--- src/hw/rtl/mmes_pkg.sv ---
// ----------------------------------------------------------------------------
// mmes_pkg
// Shared types and constants for the mean/median of even samples core.
// ----------------------------------------------------------------------------
package mmes_pkg;

  localparam int unsigned DefCount      = 15;
  localparam int unsigned DefSampleBits = 16;

  localparam int unsigned SumW    = 22;
  localparam int unsigned CntW    = 7;
  localparam int unsigned MeanW   = 19;
  localparam int unsigned MedW    = 16;
  localparam int unsigned DvdW    = SumW + 4;
  localparam int unsigned OutDataW = ((CntW + MeanW + MedW + 7) / 8) * 8;

  typedef enum logic [1:0] {
    STAT_REJECT = 2'd0,
    STAT_STORED = 2'd1,
    STAT_DONE   = 2'd2
  } status_e;

  typedef enum logic [2:0] {
    S_IDLE,
    S_CAND,
    S_GRAB,
    S_SWEEP,
    S_DRAIN,
    S_JUDGE,
    S_DIV,
    S_DONE
  } state_e;

  typedef struct packed {
    status_e              status;
    logic [CntW-1:0]      cnt;
    logic [MeanW-1:0]     mean;
    logic [MedW-1:0]      med;
  } result_t;

endpackage

--- src/hw/rtl/mmes_ram.sv ---
// ----------------------------------------------------------------------------
// mmes_ram
// Generic single-write, single-read RAM with registered read data.
// ----------------------------------------------------------------------------
module mmes_ram #(
  parameter int unsigned Width = 16,
  parameter int unsigned Depth = 15,
  localparam int unsigned AddrW = (Depth > 1) ? $clog2(Depth) : 1
) (
  input  logic             clk_i,
  input  logic             we_i,
  input  logic [AddrW-1:0] waddr_i,
  input  logic [Width-1:0] wdata_i,
  input  logic [AddrW-1:0] raddr_i,
  output logic [Width-1:0] rdata_o
);

  logic [Width-1:0] mem [Depth];

  always_ff @(posedge clk_i) begin
    if (we_i) begin
      mem[waddr_i] <= wdata_i;
    end
    rdata_o <= mem[raddr_i];
  end

endmodule

--- src/hw/rtl/mean_median_of_even_samples_core.sv ---
// ----------------------------------------------------------------------------
// mean_median_of_even_samples_core
// Collects COUNT positive even samples, then reports mean (Q4) and 2x median.
//
//  channel   dir  handshake                  payload
//  s_axis    in   s_axis_tvalid/tready       tdata: sample
//  m_axis    out  m_axis_tvalid/tready       tuser: status; tdata: stored_count,
//                                            mean_q4, median_x2
//
// A rejected or stored sample leaves the core in idle, ready for the next one. The
// sample that completes a set holds off input until its result is written: a rank
// count of every entry against every entry through the store's single read port
// and two compares, then one reciprocal multiply for the divide by COUNT.
// Reset clears count, sum and control; store contents are not cleared.
// Two-deep output buffer; input is taken in idle while a result slot is free.
// ----------------------------------------------------------------------------
module mean_median_of_even_samples_core
  import mmes_pkg::*;
#(
  parameter int unsigned COUNT       = DefCount,
  parameter int unsigned SAMPLE_BITS = DefSampleBits,
  localparam int unsigned InDataW    = ((SAMPLE_BITS + 7) / 8) * 8
) (
  input  logic                clk_i,
  input  logic                rst_ni,
  input  logic                s_axis_tvalid,
  output logic                s_axis_tready,
  input  logic [InDataW-1:0]  s_axis_tdata,   // [SAMPLE_BITS-1:0] sample
  output logic                m_axis_tvalid,
  input  logic                m_axis_tready,
  output logic [OutDataW-1:0] m_axis_tdata,   // stored_count, mean_q4, median_x2
  output logic [1:0]          m_axis_tuser    // status
);

  localparam int unsigned AW = (COUNT > 1) ? $clog2(COUNT) : 1;
  localparam logic [CntW-1:0] CountC = CntW'(COUNT);
  localparam logic [CntW-1:0] TgtLo  = CntW'((COUNT - 1) / 2);
  localparam logic [CntW-1:0] TgtHi  = CntW'(COUNT / 2);
  localparam logic [AW-1:0]   LastIx = AW'(COUNT - 1);

  // floor(x / COUNT) = (x * Recip) >> RecipSh, exact for any DvdW-bit x
  localparam int unsigned   RecipSh   = DvdW + $clog2(COUNT);
  localparam logic [63:0]   RecipFull = ((64'd1 << RecipSh) + 64'(COUNT) - 64'd1) /
                                        64'(COUNT);
  localparam logic [DvdW:0] Recip     = RecipFull[DvdW:0];
  localparam int unsigned   ProdW     = 2 * DvdW + 1;

  state_e state_q, state_d;

  logic [SAMPLE_BITS-1:0] sample;
  logic                   s_acc, keep;
  logic [CntW-1:0]        held_q, held_d;
  logic [SumW-1:0]        sum_q, sum_d;
  logic [AW-1:0]          i_q, i_d, j_q, j_d;
  logic [SAMPLE_BITS-1:0] cand_q, cand_d, lo_q, lo_d, hi_q, hi_d;
  logic [CntW-1:0]        lt_q, lt_d, le_q, le_d;
  logic                   rvld_q, rvld_d;
  logic [DvdW-1:0]        dvd_q, dvd_d;
  logic [ProdW-1:0]       prod;
  logic [SAMPLE_BITS:0]   med_sum;

  logic                   ram_we;
  logic [AW-1:0]          ram_raddr;
  logic [SAMPLE_BITS-1:0] ram_rdata;

  result_t res_d, pend_q, out_q;
  logic    res_we, pend_v_q, out_v_q, out_free, room;

  assign sample   = s_axis_tdata[SAMPLE_BITS-1:0];
  assign keep     = !sample[SAMPLE_BITS-1] && (sample != '0) && !sample[0];
  assign out_free = !out_v_q || m_axis_tready;
  assign room     = !pend_v_q || out_free;
  assign s_axis_tready = (state_q == S_IDLE) && room;
  assign s_acc    = s_axis_tvalid && s_axis_tready;
  assign ram_we   = s_acc && keep;

  assign prod    = ProdW'(dvd_q) * ProdW'(Recip);
  assign med_sum = {1'b0, lo_q} + {1'b0, hi_q};

  mmes_ram #(
    .Width (SAMPLE_BITS),
    .Depth (COUNT)
  ) u_store (
    .clk_i   (clk_i),
    .we_i    (ram_we),
    .waddr_i (held_q[AW-1:0]),
    .wdata_i (sample),
    .raddr_i (ram_raddr),
    .rdata_o (ram_rdata)
  );

  always_comb begin
    state_d   = state_q;
    held_d    = held_q;
    sum_d     = sum_q;
    i_d       = i_q;
    j_d       = j_q;
    cand_d    = cand_q;
    lo_d      = lo_q;
    hi_d      = hi_q;
    lt_d      = lt_q;
    le_d      = le_q;
    rvld_d    = 1'b0;
    dvd_d     = dvd_q;
    ram_raddr = i_q;
    res_we    = 1'b0;
    res_d     = '{status: STAT_REJECT, cnt: held_q, mean: '0, med: '0};

    if (rvld_q) begin
      if (ram_rdata < cand_q)  lt_d = lt_q + 1'b1;
      if (ram_rdata <= cand_q) le_d = le_q + 1'b1;
    end

    case (state_q)
      S_IDLE: begin
        if (s_acc) begin
          if (!keep) begin
            res_we = 1'b1;
          end else begin
            held_d = held_q + 1'b1;
            sum_d  = sum_q + SumW'(sample);
            if (held_d == CountC) begin
              i_d     = '0;
              state_d = S_CAND;
            end else begin
              res_we       = 1'b1;
              res_d.status = STAT_STORED;
              res_d.cnt    = held_d;
            end
          end
        end
      end
      S_CAND: begin
        ram_raddr = i_q;
        state_d   = S_GRAB;
      end
      S_GRAB: begin
        cand_d  = ram_rdata;
        lt_d    = '0;
        le_d    = '0;
        j_d     = '0;
        state_d = S_SWEEP;
      end
      S_SWEEP: begin
        ram_raddr = j_q;
        rvld_d    = 1'b1;
        j_d       = j_q + 1'b1;
        if (j_q == LastIx) state_d = S_DRAIN;
      end
      S_DRAIN: begin
        state_d = S_JUDGE;
      end
      S_JUDGE: begin
        if (lt_q <= TgtLo && TgtLo < le_q) lo_d = cand_q;
        if (lt_q <= TgtHi && TgtHi < le_q) hi_d = cand_q;
        i_d = i_q + 1'b1;
        if (i_q == LastIx) begin
          dvd_d   = {sum_q, 4'b0000};
          state_d = S_DIV;
        end else begin
          state_d = S_CAND;
        end
      end
      S_DIV: begin
        dvd_d   = DvdW'(prod[RecipSh +: MeanW]);
        state_d = S_DONE;
      end
      S_DONE: begin
        if (room) begin
          res_we  = 1'b1;
          res_d   = '{status: STAT_DONE, cnt: CountC, mean: dvd_q[MeanW-1:0],
                      med: MedW'(med_sum)};
          held_d  = '0;
          sum_d   = '0;
          state_d = S_IDLE;
        end
      end
      default: state_d = S_IDLE;
    endcase
  end

  always_ff @(posedge clk_i or negedge rst_ni) begin
    if (!rst_ni) begin
      state_q  <= S_IDLE;
      held_q   <= '0;
      sum_q    <= '0;
      rvld_q   <= 1'b0;
      pend_v_q <= 1'b0;
      out_v_q  <= 1'b0;
    end else begin
      state_q <= state_d;
      held_q  <= held_d;
      sum_q   <= sum_d;
      rvld_q  <= rvld_d;
      if (out_free) begin
        out_v_q  <= pend_v_q || res_we;
        pend_v_q <= pend_v_q && res_we;
      end else if (res_we) begin
        pend_v_q <= 1'b1;
      end
    end
  end

  always_ff @(posedge clk_i) begin
    i_q    <= i_d;
    j_q    <= j_d;
    cand_q <= cand_d;
    lo_q   <= lo_d;
    hi_q   <= hi_d;
    lt_q   <= lt_d;
    le_q   <= le_d;
    dvd_q  <= dvd_d;
    if (out_free) begin
      out_q <= pend_v_q ? pend_q : res_d;
      if (res_we) pend_q <= res_d;
    end else if (res_we) begin
      pend_q <= res_d;
    end
  end

  assign m_axis_tvalid = out_v_q;
  assign m_axis_tuser  = out_q.status;
  assign m_axis_tdata  = OutDataW'({out_q.med, out_q.mean, out_q.cnt});

endmodule

--- config.mk ---
export PLATFORM = sky130hd
export DESIGN_NAME = mean_median_of_even_samples_core
export DESIGN_NICKNAME = d
export VERILOG_FILES = /design/src/hw/rtl/mmes_pkg.sv /design/src/hw/rtl/mmes_ram.sv /design/src/hw/rtl/mean_median_of_even_samples_core.sv
export SDC_FILE = /design/constraint.sdc
export NUM_CORES = 1
export LEC_CHECK = 0
export BUFFER_PORTS_ARGS = -buffer_cell sky130_fd_sc_hd__buf_2
export CELL_PAD_IN_SITES_DETAIL_PLACEMENT = 0
export CELL_PAD_IN_SITES_GLOBAL_PLACEMENT = 1
export CORE_MARGIN = 2
export CORE_UTILIZATION = 46
export CTS_CLUSTER_SIZE = 12
export DETAILED_ROUTE_END_ITERATION = 6
export PLACE_DENSITY_LB_ADDON = 0.15
export REMOVE_ABC_BUFFERS = 1
export SLEW_MARGIN = 20
export SYNTH_ARGS = -nofsm -noshare
export SYNTH_HDL_FRONTEND = slang
export SYNTH_SLANG_ARGS = --single-unit
--- constraint.sdc ---
create_clock -name clk_i -period 14.1 [get_ports clk_i]
set_input_delay 1.41 -clock clk_i [delete_from_list [all_inputs] [get_ports clk_i]]
set_output_delay 1.41 -clock clk_i [all_outputs]
set_load 0.02 [all_outputs]
; Word level (Yosys, flattened, before mapping)
; Memories as Yosys holds them, arrays and structs flattened. A register that Yosys moved wholly into a read port is not among the register bits.
; Cells that the tools add are included.
[totals]
latch_bits = 0
register_bits = 203
memories = 1
mem_bits_rw = 240
out_inout_bits = 52
romBits = 0
in_bits = 20
wordCells = 118
[classes]
n_reduce_logical = 28
div = 0
mul = 1
addsub = 7
mux = 40
n_lt_le_gt_ge = 4
shift = 0
bitwise = 0
eq_ne = 16
[mem_list]
columns = name, words, width, rd, rd_ports_with_merged_regs, wr, line_no
row1 = u_store.mem, 15, 16, 1, 1, 1, mmes_ram.sv:18  ; logic [Width-1:0] mem [Depth];
[ops]
columns = operator, n
row1 = 44-bit 2-to-1 mux, 2
row2 = 22-bit 2-to-1 mux, 3
row3 = 26-bit one-hot mux with 2 select lines, 1
row4 = 26-bit by 27-bit multiplier with 49-bit output (second input constant), 1
row5 = 22-bit one-hot mux with 2 select lines, 1
row6 = 35-bit 2-to-1 mux, 1
row7 = 26-bit 2-to-1 mux, 1
row8 = 8-bit 2-to-1 mux, 3
row9 = 3-bit one-hot mux with 8 select lines, 1
row10 = 22-bit by 16-bit adder with 22-bit output, 1
row11 = 7-bit by 1-bit adder with 7-bit output (second input constant), 3
row12 = 7-bit 2-to-1 mux, 3
row13 = 3-bit 2-to-1 mux, 6
row14 = 9-bit one-hot mux with 2 select lines, 1
row15 = 16-bit adder, 1
row16 = 16-bit <= comparator, 1
row17 = 16-bit < comparator, 1
row18 = 4-bit 2-to-1 mux, 4
row19 = 4-bit one-hot mux with 2 select lines, 2
row20 = 16-bit nonzero test, 1
row21 = 7-bit one-hot mux with 2 select lines, 1
row22 = 3-bit == test (second input constant), 4
row23 = 2-bit inequality test (second input constant), 5
row24 = 2-bit nonzero test, 5
row25 = 17 further kinds, 43

; Depth between registers and ports, before layout
[depth]
ltp_word = 9
mapped_depth = 21
ltp_nobuf = 21

; Modules after synthesis
; From an unflattened synthesis, not the netlist that was laid out.
[hier_totals]
cells_unflattened = 1787
area_unflattened_um2 = 24591.1
[modules_own_cells]
columns = module, n_inst, seq_area_each_um2, area_each_um2, cells_each
row1 = mean_median_of_even_samples_core, 1, 5690.5, 14999.4, 1353
row2 = mmes_ram, 1, 7527.2, 9591.7, 434

; Least setup slack after synthesis
; Ideal clock, no wire load.
[synth_timing]
path_kind = flip-flop to flip-flop
startpoint = reg dvd_q[23]
endpoint = reg dvd_q[15] (data pin)
path_buffers = 0
path_slack_ps = 8495
setup_ps = 271
t_arrival_ps = 5334
stages_incl_launch_ff = 20
required_time_ps = 13829
synth_period_minus_slack_ps = 5605
cell_sequence = edfxtp_1 ha_1 fa_1 fa_1 inv_1 fa_1 fa_1 fa_1 fa_1 inv_1 ha_1 nand4_1 nor2_1 a21oi_1 o21ai_4 a2111oi_4 o21ai_2 a221o_2 mux2i_1 o311ai_1
[synth_between]
elab_chain_len = 2
[synth_rtl]
columns = element, line_no
row1 = from (decl), mean_median_of_even_samples_core.sv:58  ; logic [DvdW-1:0] dvd_q, dvd_d;
row2 = from (signal assigned), mean_median_of_even_samples_core.sv:212  ; dvd_q <= dvd_d;
row3 = 26-bit by 27-bit multiplier with 49-bit output, mean_median_of_even_samples_core.sv:77  ; assign prod = ProdW'(dvd_q) * ProdW'(Recip);
row4 = 26-bit one-hot mux with 2 select lines, mean_median_of_even_samples_core.sv:114  ; case (state_q)
row5 = named net dvd_d[15], mean_median_of_even_samples_core.sv:58
; The timed path passes the listed nets, and every way through them passes these cells.
; A chain may end at the register's enable or synchronous reset.

; Final worst setup path
[layout_timing]
startpoint = reg dvd_q[12]
endpoint = reg dvd_q[14] (data pin)
; Same word-level chain as after synthesis.

==> flow_summary.html <==
<table>
<tr><th>Metric</th><th>Value</th></tr>
<tr><th colspan="2">Detailed routing</th></tr>
<tr><td>Number of design-rule violations left by the first detailed-router iteration</td><td>961</td></tr>
<tr><td>Initial DRT Pass Iterations</td><td>5</td></tr>
<tr><td>Vias after detailed routing</td><td>14,654</td></tr>
<tr><td>Post-DR wirelength/cell</td><td>20.8 um</td></tr>
<tr><td>Vias per std cell</td><td>5.50</td></tr>
<tr><td>Sum of routed wire length over all layers</td><td>between 50 and 60 mm</td></tr>
<tr><td>Number of remaining DRC errors</td><td>0</td></tr>
<tr><td>Detail Route Antenna Nets</td><td>0</td></tr>
<tr><th colspan="2">Setup path</th></tr>
<tr><td>Depth of the most critical reg-to-reg path</td><td>17</td></tr>
<tr><td>Data arrival time of the critical path</td><td>6.74 ns</td></tr>
<tr><td>Capturing element type of the critical path</td><td>flop</td></tr>
<tr><td>Startpoint type of the worst setup path</td><td>flop</td></tr>
<tr><td>Critical path start-end classification</td><td>flop to flop</td></tr>
<tr><td>Crit path required time</td><td>14.46 ns</td></tr>
<tr><td>Highest fanout seen on the critical path</td><td>6</td></tr>
<tr><th colspan="2">Pwr</th></tr>
<tr><td>Areal power density over the cells</td><td>about 100 nW/um2</td></tr>
<tr><td>Leakage Power</td><td>between 10 and 15 nW</td></tr>
<tr><td>Worst IR Drop VDD</td><td>approximately 0.11 mV</td></tr>
<tr><th colspan="2">CTS</th></tr>
<tr><td>Worst-skew pair later-pin latency</td><td>0.58 ns</td></tr>
<tr><td>Hold Buf Count CTS</td><td>0</td></tr>
<tr><td>Worst-path clk slew</td><td>0.07 ns</td></tr>
<tr><td>Deepest clock path buffer count</td><td>3</td></tr>
<tr><td>CTS Root Buffer Type</td><td>clkbuf_16</td></tr>
<tr><td>Post-cts gate resize count</td><td>0</td></tr>
<tr><td>Inserted Clock Buffers</td><td>about 50</td></tr>
<tr><td>H-Tree Level Count</td><td>2</td></tr>
<tr><td>CTS tree</td><td>built</td></tr>
<tr><td>Clock tree sinks</td><td>456</td></tr>
<tr><td>Setup bufs post-CTS</td><td>0</td></tr>
<tr><th colspan="2">STA</th></tr>
<tr><td>Shortest clock period the worst path allows after layout</td><td>roughly 6.4 ns</td></tr>
<tr><td>Setup-failing EPs final</td><td>0</td></tr>
<tr><td>Slew margin rel.</td><td>0.357</td></tr>
<tr><td>Layout Skew</td><td>approximately 0.017 ns</td></tr>
<tr><td>Count of endpoints failing hold in the final timing report</td><td>0</td></tr>
<tr><td>Worst Setup Slack, final</td><td>between 7 and 8 ns</td></tr>
<tr><td>Total negative slack for setup checks</td><td>0 ns</td></tr>
<tr><td>Fraction of the cycle the final worst path needs</td><td>0.453</td></tr>
<tr><td>Final number of max-transition violations</td><td>0</td></tr>
<tr><td>Slew at the pin with the worst max-slew slack</td><td>~0.96 ns</td></tr>
<tr><td>Setup repair after global routing missed its margin</td><td>no</td></tr>
<tr><td>Maximum clock frequency</td><td>around 160 MHz</td></tr>
<tr><th colspan="2">Hold path</th></tr>
<tr><td>Worst hold path type</td><td>flop to flop</td></tr>
<tr><td>Worst hold path stage count</td><td>0</td></tr>
<tr><th colspan="2">Floorplan</th></tr>
<tr><td>Die ar.</td><td>~56,000 um2</td></tr>
<tr><td>Starting utilization of the core area</td><td>0.463</td></tr>
<tr><td>Ports</td><td>~70</td></tr>
<tr><td>DIE WIDTH</td><td>around 240 um</td></tr>
<tr><td>Die outline height</td><td>236 um</td></tr>
<tr><td># rows</td><td>85</td></tr>
<tr><td>Core outline area</td><td>~53,000 um2</td></tr>
<tr><th colspan="2">Placed design</th></tr>
<tr><td>Placed cell areas</td><td>approximately 26,000 um2</td></tr>
<tr><td>Count of input and output buffers</td><td>64</td></tr>
<tr><td>HPWL after detailed placement</td><td>37.9 mm</td></tr>
<tr><td>Worst setup slack after placement</td><td>just under 8 ns</td></tr>
<tr><td>Placer Congestion</td><td>slightly above 0.8</td></tr>
<tr><th colspan="2">Yosys</th></tr>
<tr><td>Avg Synthesized Cell Area</td><td>around 13 um2</td></tr>
<tr><td>Commonest register cell after synthesis</td><td>edfxtp_1</td></tr>
<tr><td>Synthesized netlist cell count</td><td>around 1,800</td></tr>
<tr><td>Number of flops mapped to enable cells by yosys</td><td>approximately 390</td></tr>
<tr><td>Sequential element share of the synthesized area</td><td>0.533</td></tr>
<tr><td>Synthesis Warnings</td><td>0</td></tr>
<tr><td>Share of synthesized registers carrying an async set or reset</td><td>0.0768</td></tr>
<tr><td>Synthesis-stage register bit count</td><td>about 460</td></tr>
<tr><td>Cell area after synthesis</td><td>24,800 um2</td></tr>
<tr><td>Number of unique standard cell types used by synthesis</td><td>80</td></tr>
<tr><th colspan="2">Flow run</th></tr>
<tr><td>Max-cap viol count</td><td>0</td></tr>
<tr><th colspan="2">GRT</th></tr>
<tr><td>Initial antenna violation count</td><td>2</td></tr>
<tr><td>Overall track demand over capacity in global routing</td><td>0.200</td></tr>
<tr><td>Via count of the first global-routing pass</td><td>14,566</td></tr>
<tr><td>Maximum number of pins on one net before global-route repair</td><td>72</td></tr>
<tr><td>Global-route wire length before repair</td><td>between 80 and 90 mm</td></tr>
<tr><td>GR Overflow Total</td><td>0</td></tr>
<tr><th colspan="2">Final layout</th></tr>
<tr><td>Most frequent cells in the layout</td><td>edfxtp_1 (391), ha_1 (224), inv_1 (178)</td></tr>
<tr><td>Layout fillers</td><td>~4,600</td></tr>
<tr><td>Net count reported at finish</td><td>around 2,300</td></tr>
<tr><td>Fin util</td><td>0.516</td></tr>
<tr><td>Non-Filler Cell Area, Final</td><td>27,600 um2</td></tr>
<tr><td>Area overhead of the layout relative to synthesis</td><td>11.3%</td></tr>
<tr><td>Layout cells sized above 1</td><td>0.130</td></tr>
<tr><td>Most common cell after layout, fill and taps aside</td><td>edfxtp_1</td></tr>
<tr><th colspan="2">Run status</th></tr>
<tr><td>Status</td><td>completed</td></tr>
</table>
power breakdown:
group	switching, mW	total, mW	internal (mW)
Clock	0.522	1.28	0.761
Combinational	0.0214	0.0267	0.00531
Sequential	0.000000000000000155	1.46	1.46
critical path, cell delays in order, from the launching register on:
cell and delay (ns):
edfxtp_1 0.56, ha_1 0.42, ha_1 0.40, fa_1 0.58, fa_1 0.57, inv_1 0.06
fa_1 0.53, inv_1 0.05, fa_1 0.41, ha_1 0.39, a21o_1 0.27, nor3_2 0.36
o21ai_4 0.13, a2111oi_4 0.41, o21ai_2 0.14, a221o_2 0.45, xnor2_1 0.13, o21ai_1 0.29
stage by stage:
step                total power [mW]  instances  hold WS (ns)
global route                    2.85       2661         0.439
CTS                             2.80       2660         0.432
global placement                1.51       2571         0.417
finish                          2.77       2663         0.429
detailed placement              1.51       2571         0.428
floorplan                       1.49       1779         0.408
flip-flops by register name (all words and copies together), names as in the netlist, 2 cells and up:
register,flops
cand_q,16
dvd_q,26
held_q,7
hi_q,15
i_q,4
j_q,4
le_q,7
lt_q,7
m_axis_tdata,41
m_axis_tuser,2
pend_q,43
state_q,3
sum_q,22
u_store.mem,240
u_store.rdata_o,16
layer usage:
| layer | GRT usage | wire length [um] |
|---|---|---|
| met1 | 0.316 | 27800 |
| met2 | 0.295 | 23900 |
| met3 | 0.0277 | 2680 |
| met4 | 0.0427 | 896 |
| met5 | 0 | 11 |
cell usage after synthesis (all sizes together), types with 15 or more instances:
| cell type | number | area [um2] |
|---|---|---|
| ha | 224 | 2800 |
| xor2 | 29 | 254 |
| xnor2 | 27 | 236 |
| a31oi | 27 | 175 |
| dfrtp | 35 | 876 |
| clkbuf | 47 | 176 |
| mux4 | 42 | 946 |
| a22o | 35 | 307 |
| nor3 | 17 | 95.1 |
| fa | 94 | 1880 |
| nand3 | 44 | 220 |
| buf | 24 | 163 |
| mux2i | 37 | 370 |
| a211oi | 41 | 318 |
| a21oi | 51 | 297 |
| and2 | 44 | 277 |
| nand2b | 15 | 93.8 |
| nand2 | 92 | 353 |
| nand4 | 25 | 163 |
| edfxtp | 391 | 11700 |
| o21ai | 72 | 375 |
| nor2 | 93 | 357 |
| inv | 181 | 679 |
| a21o | 26 | 195 |
| dfxtp | 30 | 601 |
logic make-up (layout without fill, tap and decap cells):
kind of cell             after synthesis  in the layout  share of synthesized area
AO/OA/AOI/OAI                        298            298                     0.0836
multiplexers                          87             87                     0.0568
other                                  1             10                   0.000151
buffers and inverters                252            366                     0.0411
AND/OR/NAND/NOR                      375            375                     0.0756
flip-flops                           456            456                      0.533
XOR/XNOR                              56             56                     0.0198
adder cells (fa/ha/maj)              319            319                      0.189
final cells by class:
type / instances / area, um2 / area share
Timing Repair Buffer: 96 / 561 / 0.0203
Antenna cell: 3 / 7.51 / 0.000272
Multi-Input combinational cell: 1142 / 10700 / 0.387
Inverter: 181 / 679 / 0.0246
Sequential cell: 456 / 13200 / 0.479
Tap cell: 696 / 871 / 0.0316
Clock buffer: 70 / 1320 / 0.0477
Clock inverter: 19 / 269 / 0.00975
final timing paths:
| kind | from | end | slack (ns) |
|---|---|---|---|
| setup / recovery | dvd_q[12] | dvd_q[14] | 7.71 |
| hold / removal | u_store.rdata_o[0] | cand_q[0] | 0.43 |
| setup reg to reg | dvd_q[12] | dvd_q[14] | 7.71 |
| max in group asynchronous | rst_ni | state_q[1] | 12.55 |
| min in group asynchronous | rst_ni | sum_q[8] | 0.96 |
| hold reg to reg | u_store.rdata_o[0] | cand_q[0] | 0.43 |
Note: power is estimated with default switching activity, not from simulation.
